### src/design/mhpq_pkg.sv
package mhpq_pkg;

  // Heap positions are 1-based; 17 bits cover the largest supported capacity.
  localparam int unsigned POS_W   = 17;
  localparam int unsigned DEPTH_W = 5;
  localparam int unsigned OCC_W   = 11;

  typedef logic signed [31:0] val_t;
  typedef logic [POS_W-1:0]   pos_t;
  typedef logic [DEPTH_W-1:0] depth_t;

  localparam logic KIND_INSERT  = 1'b0;
  localparam logic KIND_EXTRACT = 1'b1;

  localparam logic [1:0] STATUS_OK    = 2'd0;
  localparam logic [1:0] STATUS_EMPTY = 2'd1;
  localparam logic [1:0] STATUS_FULL  = 2'd2;

  localparam val_t EMPTY_VALUE = -32'sd1;

  typedef struct packed {
    logic kind;
    val_t value;
  } item_t;

  typedef struct packed {
    val_t             max_value;
    logic [1:0]       status;
    logic [OCC_W-1:0] occupancy;
  } result_t;

  typedef enum logic {
    OP_INSERT,
    OP_SIFT
  } op_e;

  // Work handed from one level cell to the next.
  typedef struct packed {
    logic   valid;
    op_e    op;
    val_t   data;
    pos_t   pos;
    pos_t   limit;
    depth_t depth;
  } token_t;

  typedef struct packed {
    logic en;
    pos_t pos;
  } rd_req_t;

  typedef struct packed {
    val_t even;
    val_t odd;
  } row_t;

  typedef enum logic [1:0] {
    CELL_IDLE,
    CELL_INS_RD,
    CELL_SIFT_RD
  } cell_state_e;

  typedef enum logic [2:0] {
    CTL_IDLE,
    CTL_LAUNCH,
    CTL_ROOT,
    CTL_LAST,
    CTL_FETCH,
    CTL_WALK
  } ctl_state_e;

  // Level of a 1-based heap position.
  function automatic depth_t msb_index(pos_t p);
    depth_t idx;
    idx = '0;
    for (int i = 0; i < POS_W; i++) begin
      if (p[i]) begin
        idx = DEPTH_W'(i);
      end
    end
    return idx;
  endfunction

endpackage

### src/design/mhpq_cell.sv
module mhpq_cell #(
  parameter int unsigned LEVEL = 0
) (
  input  logic             clk_i,
  input  logic             rst_ni,
  input  mhpq_pkg::token_t  tok_i,
  output mhpq_pkg::token_t  tok_o,
  input  mhpq_pkg::rd_req_t up_req_i,
  input  mhpq_pkg::rd_req_t ctl_req_i,
  output mhpq_pkg::row_t    rd_row_o,
  output mhpq_pkg::rd_req_t down_req_o,
  input  mhpq_pkg::row_t    down_row_i,
  output logic             done_o
);
  import mhpq_pkg::*;

  // Level L holds 2^L nodes, stored as sibling pairs (even / odd position).
  localparam int unsigned ROWS  = (LEVEL < 2) ? 1 : (1 << (LEVEL - 1));
  localparam int unsigned ROW_W = (ROWS < 2) ? 1 : $clog2(ROWS);

  function automatic logic [ROW_W-1:0] row_of(pos_t p);
    return ROW_W'((p >> 1) & pos_t'(ROWS - 1));
  endfunction

  function automatic logic odd_of(pos_t p);
    return (LEVEL != 0) && p[0];
  endfunction

  cell_state_e state_q, state_d;
  token_t      tok_q, tok_d;

  logic [POS_W:0] in_left;
  logic [POS_W:0] q_right;
  logic [DEPTH_W-1:0] shamt;
  pos_t  path;
  val_t  node;
  val_t  best;
  logic  pick_r;

  logic  own_rd;
  logic  we;
  pos_t  wr_pos;
  val_t  wr_val;
  logic  rd_en;
  pos_t  rd_pos;

  val_t  mem_even_q [ROWS];
  val_t  mem_odd_q  [ROWS];
  row_t  rd_row_q;

  assign rd_row_o = rd_row_q;

  assign in_left = {tok_i.pos, 1'b0};
  assign q_right = {tok_q.pos, 1'b1};
  assign shamt   = tok_q.depth - DEPTH_W'(LEVEL) - DEPTH_W'(1);
  assign path    = tok_q.limit >> shamt;
  assign node    = odd_of(tok_q.pos) ? rd_row_q.odd : rd_row_q.even;
  assign pick_r  = (q_right <= {1'b0, tok_q.limit}) && (down_row_i.odd > down_row_i.even);
  assign best    = pick_r ? down_row_i.odd : down_row_i.even;

  always_comb begin
    state_d    = state_q;
    tok_d      = tok_q;
    tok_o      = '0;
    down_req_o = '0;
    done_o     = 1'b0;
    own_rd     = 1'b0;
    we         = 1'b0;
    wr_pos     = tok_q.pos;
    wr_val     = tok_q.data;
    unique case (state_q)
      CELL_IDLE: begin
        if (tok_i.valid) begin
          tok_d  = tok_i;
          wr_pos = tok_i.pos;
          wr_val = tok_i.data;
          if (tok_i.op == OP_INSERT) begin
            if (tok_i.pos == tok_i.limit) begin
              // new leaf: drop the carried value here
              we     = 1'b1;
              done_o = 1'b1;
            end else begin
              own_rd  = 1'b1;
              state_d = CELL_INS_RD;
            end
          end else begin
            if (in_left > {1'b0, tok_i.limit}) begin
              we     = 1'b1;
              done_o = 1'b1;
            end else begin
              down_req_o.en  = 1'b1;
              down_req_o.pos = POS_W'(in_left);
              state_d        = CELL_SIFT_RD;
            end
          end
        end
      end
      CELL_INS_RD: begin
        // keep the larger value at this level, push the smaller one down
        tok_o.valid = 1'b1;
        tok_o.op    = OP_INSERT;
        tok_o.pos   = {tok_q.pos[POS_W-2:0], path[0]};
        tok_o.limit = tok_q.limit;
        tok_o.depth = tok_q.depth;
        if (tok_q.data > node) begin
          we         = 1'b1;
          tok_o.data = node;
        end else begin
          tok_o.data = tok_q.data;
        end
        state_d = CELL_IDLE;
      end
      CELL_SIFT_RD: begin
        we = 1'b1;
        if (best > tok_q.data) begin
          // promote the larger child, follow it down
          wr_val      = best;
          tok_o.valid = 1'b1;
          tok_o.op    = OP_SIFT;
          tok_o.data  = tok_q.data;
          tok_o.pos   = {tok_q.pos[POS_W-2:0], pick_r};
          tok_o.limit = tok_q.limit;
          tok_o.depth = tok_q.depth;
        end else begin
          done_o = 1'b1;
        end
        state_d = CELL_IDLE;
      end
      default: begin
        state_d = CELL_IDLE;
      end
    endcase
  end

  assign rd_en  = own_rd | up_req_i.en | ctl_req_i.en;
  assign rd_pos = own_rd ? tok_i.pos : (up_req_i.en ? up_req_i.pos : ctl_req_i.pos);

  always_ff @(posedge clk_i or negedge rst_ni) begin
    if (!rst_ni) begin
      state_q <= CELL_IDLE;
    end else begin
      state_q <= state_d;
    end
  end

  always_ff @(posedge clk_i) begin
    tok_q <= tok_d;
  end

  always_ff @(posedge clk_i) begin
    if (we) begin
      if (odd_of(wr_pos)) begin
        mem_odd_q[row_of(wr_pos)] <= wr_val;
      end else begin
        mem_even_q[row_of(wr_pos)] <= wr_val;
      end
    end
    if (rd_en) begin
      rd_row_q.even <= mem_even_q[row_of(rd_pos)];
      rd_row_q.odd  <= mem_odd_q[row_of(rd_pos)];
    end
  end

endmodule

### config.mk
export PLATFORM = sky130hd
export DESIGN_NAME = mhpq_cell
export DESIGN_NICKNAME = d
export VERILOG_FILES = /design/src/design/mhpq_pkg.sv /design/src/design/mhpq_cell.sv
export SDC_FILE = /design/constraint.sdc
export NUM_CORES = 1
export LEC_CHECK = 0
export BUFFER_PORTS_ARGS = -buffer_cell sky130_fd_sc_hd__buf_2
export CAP_MARGIN = 20
export CORE_MARGIN = 5
export CORE_UTILIZATION = 30
export CTS_CLUSTER_SIZE = 28
export DETAILED_ROUTE_END_ITERATION = 12
export PLACE_DENSITY = 0.56
export SYNTH_ARGS = -nofsm -noshare
export SYNTH_HDL_FRONTEND = slang
export SYNTH_SLANG_ARGS = --single-unit
### constraint.sdc
create_clock -name clk_i -period 5 [get_ports clk_i]
set_clock_uncertainty 0.1 [all_clocks]
set_input_delay 0.25 -clock clk_i [delete_from_list [all_inputs] [get_ports clk_i]]
set_output_delay 0.25 -clock clk_i [all_outputs]
set_load 0.02 [all_outputs]
==> out/results.env <==
DRTANTENNAVIOLNETS=0
REPORT.FINAL.HOLD_VIOL_COUNT=0
ROUTE.DETAILED.VIAS_PER_INST=4.89
GLOBALROUTETOTALUTIL=0.186
TOP_CELLS_BY_AREA_IN_THE_SYNTHESIZED_NETLIST='sky130_fd_sc_hd__edfxtp_1 40%, sky130_fd_sc_hd__ha_1 16%, sky130_fd_sc_hd__inv_1 5.2%, sky130_fd_sc_hd__mux2_4 4.1%, sky130_fd_sc_hd__and2_1 3.4%'
INITIAL_UTILIZATION=0.303
GLOBAL_ROUTE_WIRE_LENGTH_BEFORE_REPAIR_MM=54.7
NUM_VIAS=9053
MAX-CLOCK-PATH-BUFFERS=2
SYNTH-MAIN-FF-CELL='sky130_fd_sc_hd__edfxtp_1'
P_SW_FRAC=0.386
CRITICAL_PATH.ENDPOINT_TYPE='output port'
CLK_TRANSITION_REPORTED_PATHS_NS=0.07
DP_HPWL_MM=27.6
POST_DRT_WL_PER_CELL_UM=19.7
INTERNAL_POWER_COMPONENT_uW=4450
SYN_STD_CELL_AREA_SQ_UM=10100
POWER_LEAKAGE_uW=0.00710
ARRIVAL_NS=5.44
DRIVE_GT1_FRAC=0.364
TOTALWIRELENGTH_MM=36.5
FLOORPLAN.DIE_AREA_SQ_UM=37600
LAYOUTNONFILLERINSTCOUNT=1850
VDD_DROP_MAX_mV=0.320
CORE_REGION_AREA_SQ_UM=33400
P_SWITCHING_uW=2800
CPPEAKSTAGEDELAY_NS=0.44
SYNTH_WARNINGS=0
DRTITER0DRC=444
TIGHTEST_SLEW_NS=0.715
TIMING.MAX_CAP.VIOLATIONS=0
FINAL_CRITICAL_PATH_SETUP_SLACK_NS=-0.791
CLOCK_POWER_SHARE=0.206
MIN_PERIOD_NS=5.79
DETAILED_PLACE.AREA_SQ_UM=12600
NETLIST.TOP_CELL.BY_AREA='sky130_fd_sc_hd__edfxtp_1'
POWER.COMBINATIONAL.FRACTION=0.504
VIA_COUNT_OF_THE_FIRST_GLOBAL_ROUTING_PASS=9615
CRITPATHSLOWESTCELL='sky130_fd_sc_hd__or3_4'
REGISTER_AREA_SHARE_AFTER_SYNTHESIS=0.405
PLACED_CELL_COUNT=1723
SYN_TO_FINAL_GROWTH_PCT=48.6
WORST_SETUP_PATH_START_KIND='flop'
CTS_SINKS=137
WORST_REG2REG_STARTPOINT='tok_q[20]$_DFFE_PP_'
TIMING.CRITICAL_PATH.CELLS='inv_2, ha_4, a21o_1, a211oi_2, or3b_4, o31ai_4, o21ai_1, or3_4, buf_12, buf_8, mux2_4, ha_4, buf_4, nand4_1, nor4_2, buf_4, o31a_1, nand3_4, a21oi_4, clkbuf_16, and2_1, buf_6'
SYN_AVG_CELL_AREA_SQ_UM=10.7
FLOORPLAN.DIE.HEIGHT_UM=194
H_TREE_LEVELS=4
POSTLAYOUTCELLAREA_SQ_UM=15100
FP.DIEW_UM=194
POWER.TOTAL_uW=7250
TRITONCTS='yes'
CLASS_OF_THE_WORST_HOLD_PATH='input pin to async pin'
CTS_ROOT_BUF='sky130_fd_sc_hd__clkbuf_16'
CRITPATHBUFINV=7
FF2FF_SETUP_SLACK_NS=-0.56
GRT_OVERFLOW=0
FIN_NETS=1696
SYNTH_TOP_AREA_SHARE=0.400
FAMILY_WITH_THE_MOST_DELAY_ON_THE_WORST_PATH='simple AND/OR/NAND/NOR gates'
BUFFERS_ON_PORTS=263
SHARE_SEQ_OF_TOTAL_POWER=0.290
REQUIRED_NS=4.65
CLKLATENCYLATEPIN_NS=0.44
FIRST_PASS_ITERS=6
SYNTH-SEQ-CELLS=137
SYNTHDISTINCTLIBCELLS=61
GRT_SETUP_UNREPAIRED='true'
WORSTREGTOREGCELLS=25
WORST_R2R_ENDPOINT='mem_even_q[0][28]$_DFFE_PP_'
TIMING.SLEW.HEADROOM=0.518
CRIT_TYPE='flop to output port'
NUMBER_OF_SYNTHESIZED_FLOPS_WITH_AN_ENABLE_PIN=135
ANTENNA_VIOLATIONS_BEFORE_REPAIR=2
GRT_MAX_DEGREE=54
PLACE_CONGESTION=0.881
DRC_ERRORS=0
MAXCLOCKFREQUENCY_MHz=173
FINAL.HOLD.WORST_SLACK_NS=0.0736
POWER.DENSITY_nW_PER_UM2=481
RUN_STATUS='finished, violations left'
TRITONCTS_BUFFER_COUNT=17
YS_ASYNC_SR_FRACTION=0.0146
STD_CELL_ROWS=67
FLOORPLAN.IO_PINS=331
FAILING_CHECKS='setup timing'
PERIOD_SHARE=1.16
SLEW_VIOLATIONS=0
FINALSETUPVIOLATIONS=106
SYNTHESIS.INSTANCES=943
CRITICAL_PATH_PEAK_FANOUT=19
## cells in the final DEF, fill, tap and decap left out, drive strengths merged, types with 3 or more instances in the layout
| master | count |
|---|---|
| buf | 382 |
| inv | 140 |
| edfxtp | 135 |
| ha | 133 |
| dlygate4sd3 | 73 |
| and2 | 55 |
| a21oi | 45 |
| o21a | 34 |
| a221o | 34 |
| conb | 33 |
| nand2 | 32 |
| mux2 | 31 |
| nand3 | 29 |
| nand4 | 25 |
| a22o | 23 |
| a21o | 20 |
| clkbuf | 20 |
| nor2 | 20 |
| xnor2 | 15 |
| o21ai | 15 |
| o311ai | 9 |
| nor3 | 8 |
| nor4 | 8 |
| nor2b | 7 |
| bufinv | 7 |
| xor2 | 5 |
| and3 | 4 |
| mux4 | 4 |
| clkinv | 4 |
| a21boi | 3 |
| mux2i | 3 |
| o211ai | 3 |
| nand2b | 3 |
## layer usage
layer	routed length, um	vias to the layer above	track usage
met1	15400	4350	0.235
met3	2330	46	0.0367
met2	18200	336	0.326
met5	13	-	0
li1	-	4319	-
met4	581	2	0.0485
## worst max path at each step
stage | endpoint | start | cells past startpoint | slack [ns]
4_1_cts | tok_o[21] | tok_q[20]$_DFFE_PP_ | 22 | -0.77
5_1_grt | tok_o[2] | tok_q[20]$_DFFE_PP_ | 21 | -0.99
6_report | tok_o[15] | tok_q[20]$_DFFE_PP_ | 22 | -0.79
3_3_place_gp | tok_o[65] | down_row_i[47] | 21 | -0.92
2_1_floorplan | tok_o[43] | tok_q[20]$_DFFE_PP_ | 20 | -0.07
3_5_place_dp | tok_o[65] | q_right[15]$_DFFE_PP_ | 19 | -0.88
## synth_stat cells (3+ instances only)
library cell,count
sky130_fd_sc_hd__a22o_1,23
sky130_fd_sc_hd__nor2_1,20
sky130_fd_sc_hd__a221o_1,34
sky130_fd_sc_hd__mux2i_1,3
sky130_fd_sc_hd__nand3_1,29
sky130_fd_sc_hd__xnor2_1,15
sky130_fd_sc_hd__o21a_1,34
sky130_fd_sc_hd__o21ai_0,13
sky130_fd_sc_hd__ha_1,133
sky130_fd_sc_hd__o311ai_0,9
sky130_fd_sc_hd__nand2b_1,3
sky130_fd_sc_hd__buf_4,33
sky130_fd_sc_hd__and3_1,4
sky130_fd_sc_hd__a21o_1,20
sky130_fd_sc_hd__xor2_1,5
sky130_fd_sc_hd__o211ai_1,3
sky130_fd_sc_hd__a21boi_0,3
sky130_fd_sc_hd__mux4_2,4
sky130_fd_sc_hd__nor4_1,8
sky130_fd_sc_hd__nand2_1,32
sky130_fd_sc_hd__clkbuf_1,26
sky130_fd_sc_hd__inv_1,140
sky130_fd_sc_hd__edfxtp_1,135
sky130_fd_sc_hd__mux2_4,28
sky130_fd_sc_hd__nand4_1,25
sky130_fd_sc_hd__and2_1,55
sky130_fd_sc_hd__nor3_1,8
sky130_fd_sc_hd__mux2_2,3
sky130_fd_sc_hd__nor2b_1,7
sky130_fd_sc_hd__a21oi_1,45
## registers in the layout, indices dropped and copies added (netlist names)
register and cells:
tok_q 54, q_right 17, node 32, mem_even_q 32, state_q 2
## stage by stage
step	setup TNS [ns]	utilization	setup WS, ns
3_5_place_dp	-78.94	0.378	-0.878
3_3_place_gp	-83.06	0.378	-0.924
2_1_floorplan	-1.87	-	-0.0736
6_report	-70.06	0.450	-0.791
4_1_cts	-65.55	0.438	-0.767
5_1_grt	-88.23	0.450	-0.989
## kinds of logic (layout without fill, tap and decap cells)
group | after synthesis | after routing | share of synthesized area
compound gates | 210 | 210 | 0.156
buf+inv | 203 | 628 | 0.0921
simple gates | 201 | 201 | 0.108
flops | 137 | 137 | 0.405
fa+ha+maj | 133 | 133 | 0.164
mux | 38 | 38 | 0.0567
xor+xnor | 20 | 20 | 0.0173
other cells | 1 | 35 | 0.000370
## power groups by stage
stage                     registers, uW  clock network, uW  logic [uW]
after global placement             2110                  0        3050
after CTS                          2100               1530        3440
after global routing               2150               1570        3950
final                              2100               1500        3650
after floorplan                    2180                  0        1820
after detailed placement           2120                  0        3090
## final cells by class
type,instances,area [sq um]
Inverter,140,526
Clock buffer,18,429
Multi-Input combinational cell,635,5640
Sequential cell,137,4100
Clock inverter,13,250
Fill cell,3128,18400
Tap cell,448,561
Timing Repair Buffer,457,3550
Antenna cell,2,5.00
## worst reg2reg max path, delay by kind of cell (launching register included)
| family | cells | cell delay, ns |
|---|---|---|
| AO/OA/AOI/OAI | 12 | 2.29 |
| buffers and inverters | 8 | 1.10 |
| adder cells (fa/ha/maj) | 2 | 0.36 |
| multiplexers | 1 | 0.33 |
| flip-flops | 1 | 0.40 |
| AND/OR/NAND/NOR | 2 | 0.86 |
## what timing repair did
action                     4_1_cts  5_1_grt
pin swaps                       32       20
hold endpoints to repair        74        0
setup endpoints to repair      106      106
resized for setup               76      123
hold buffers                    73        0
cloned                           4        2
buffers inserted                15        6
(Power assumes the default switching activity.)
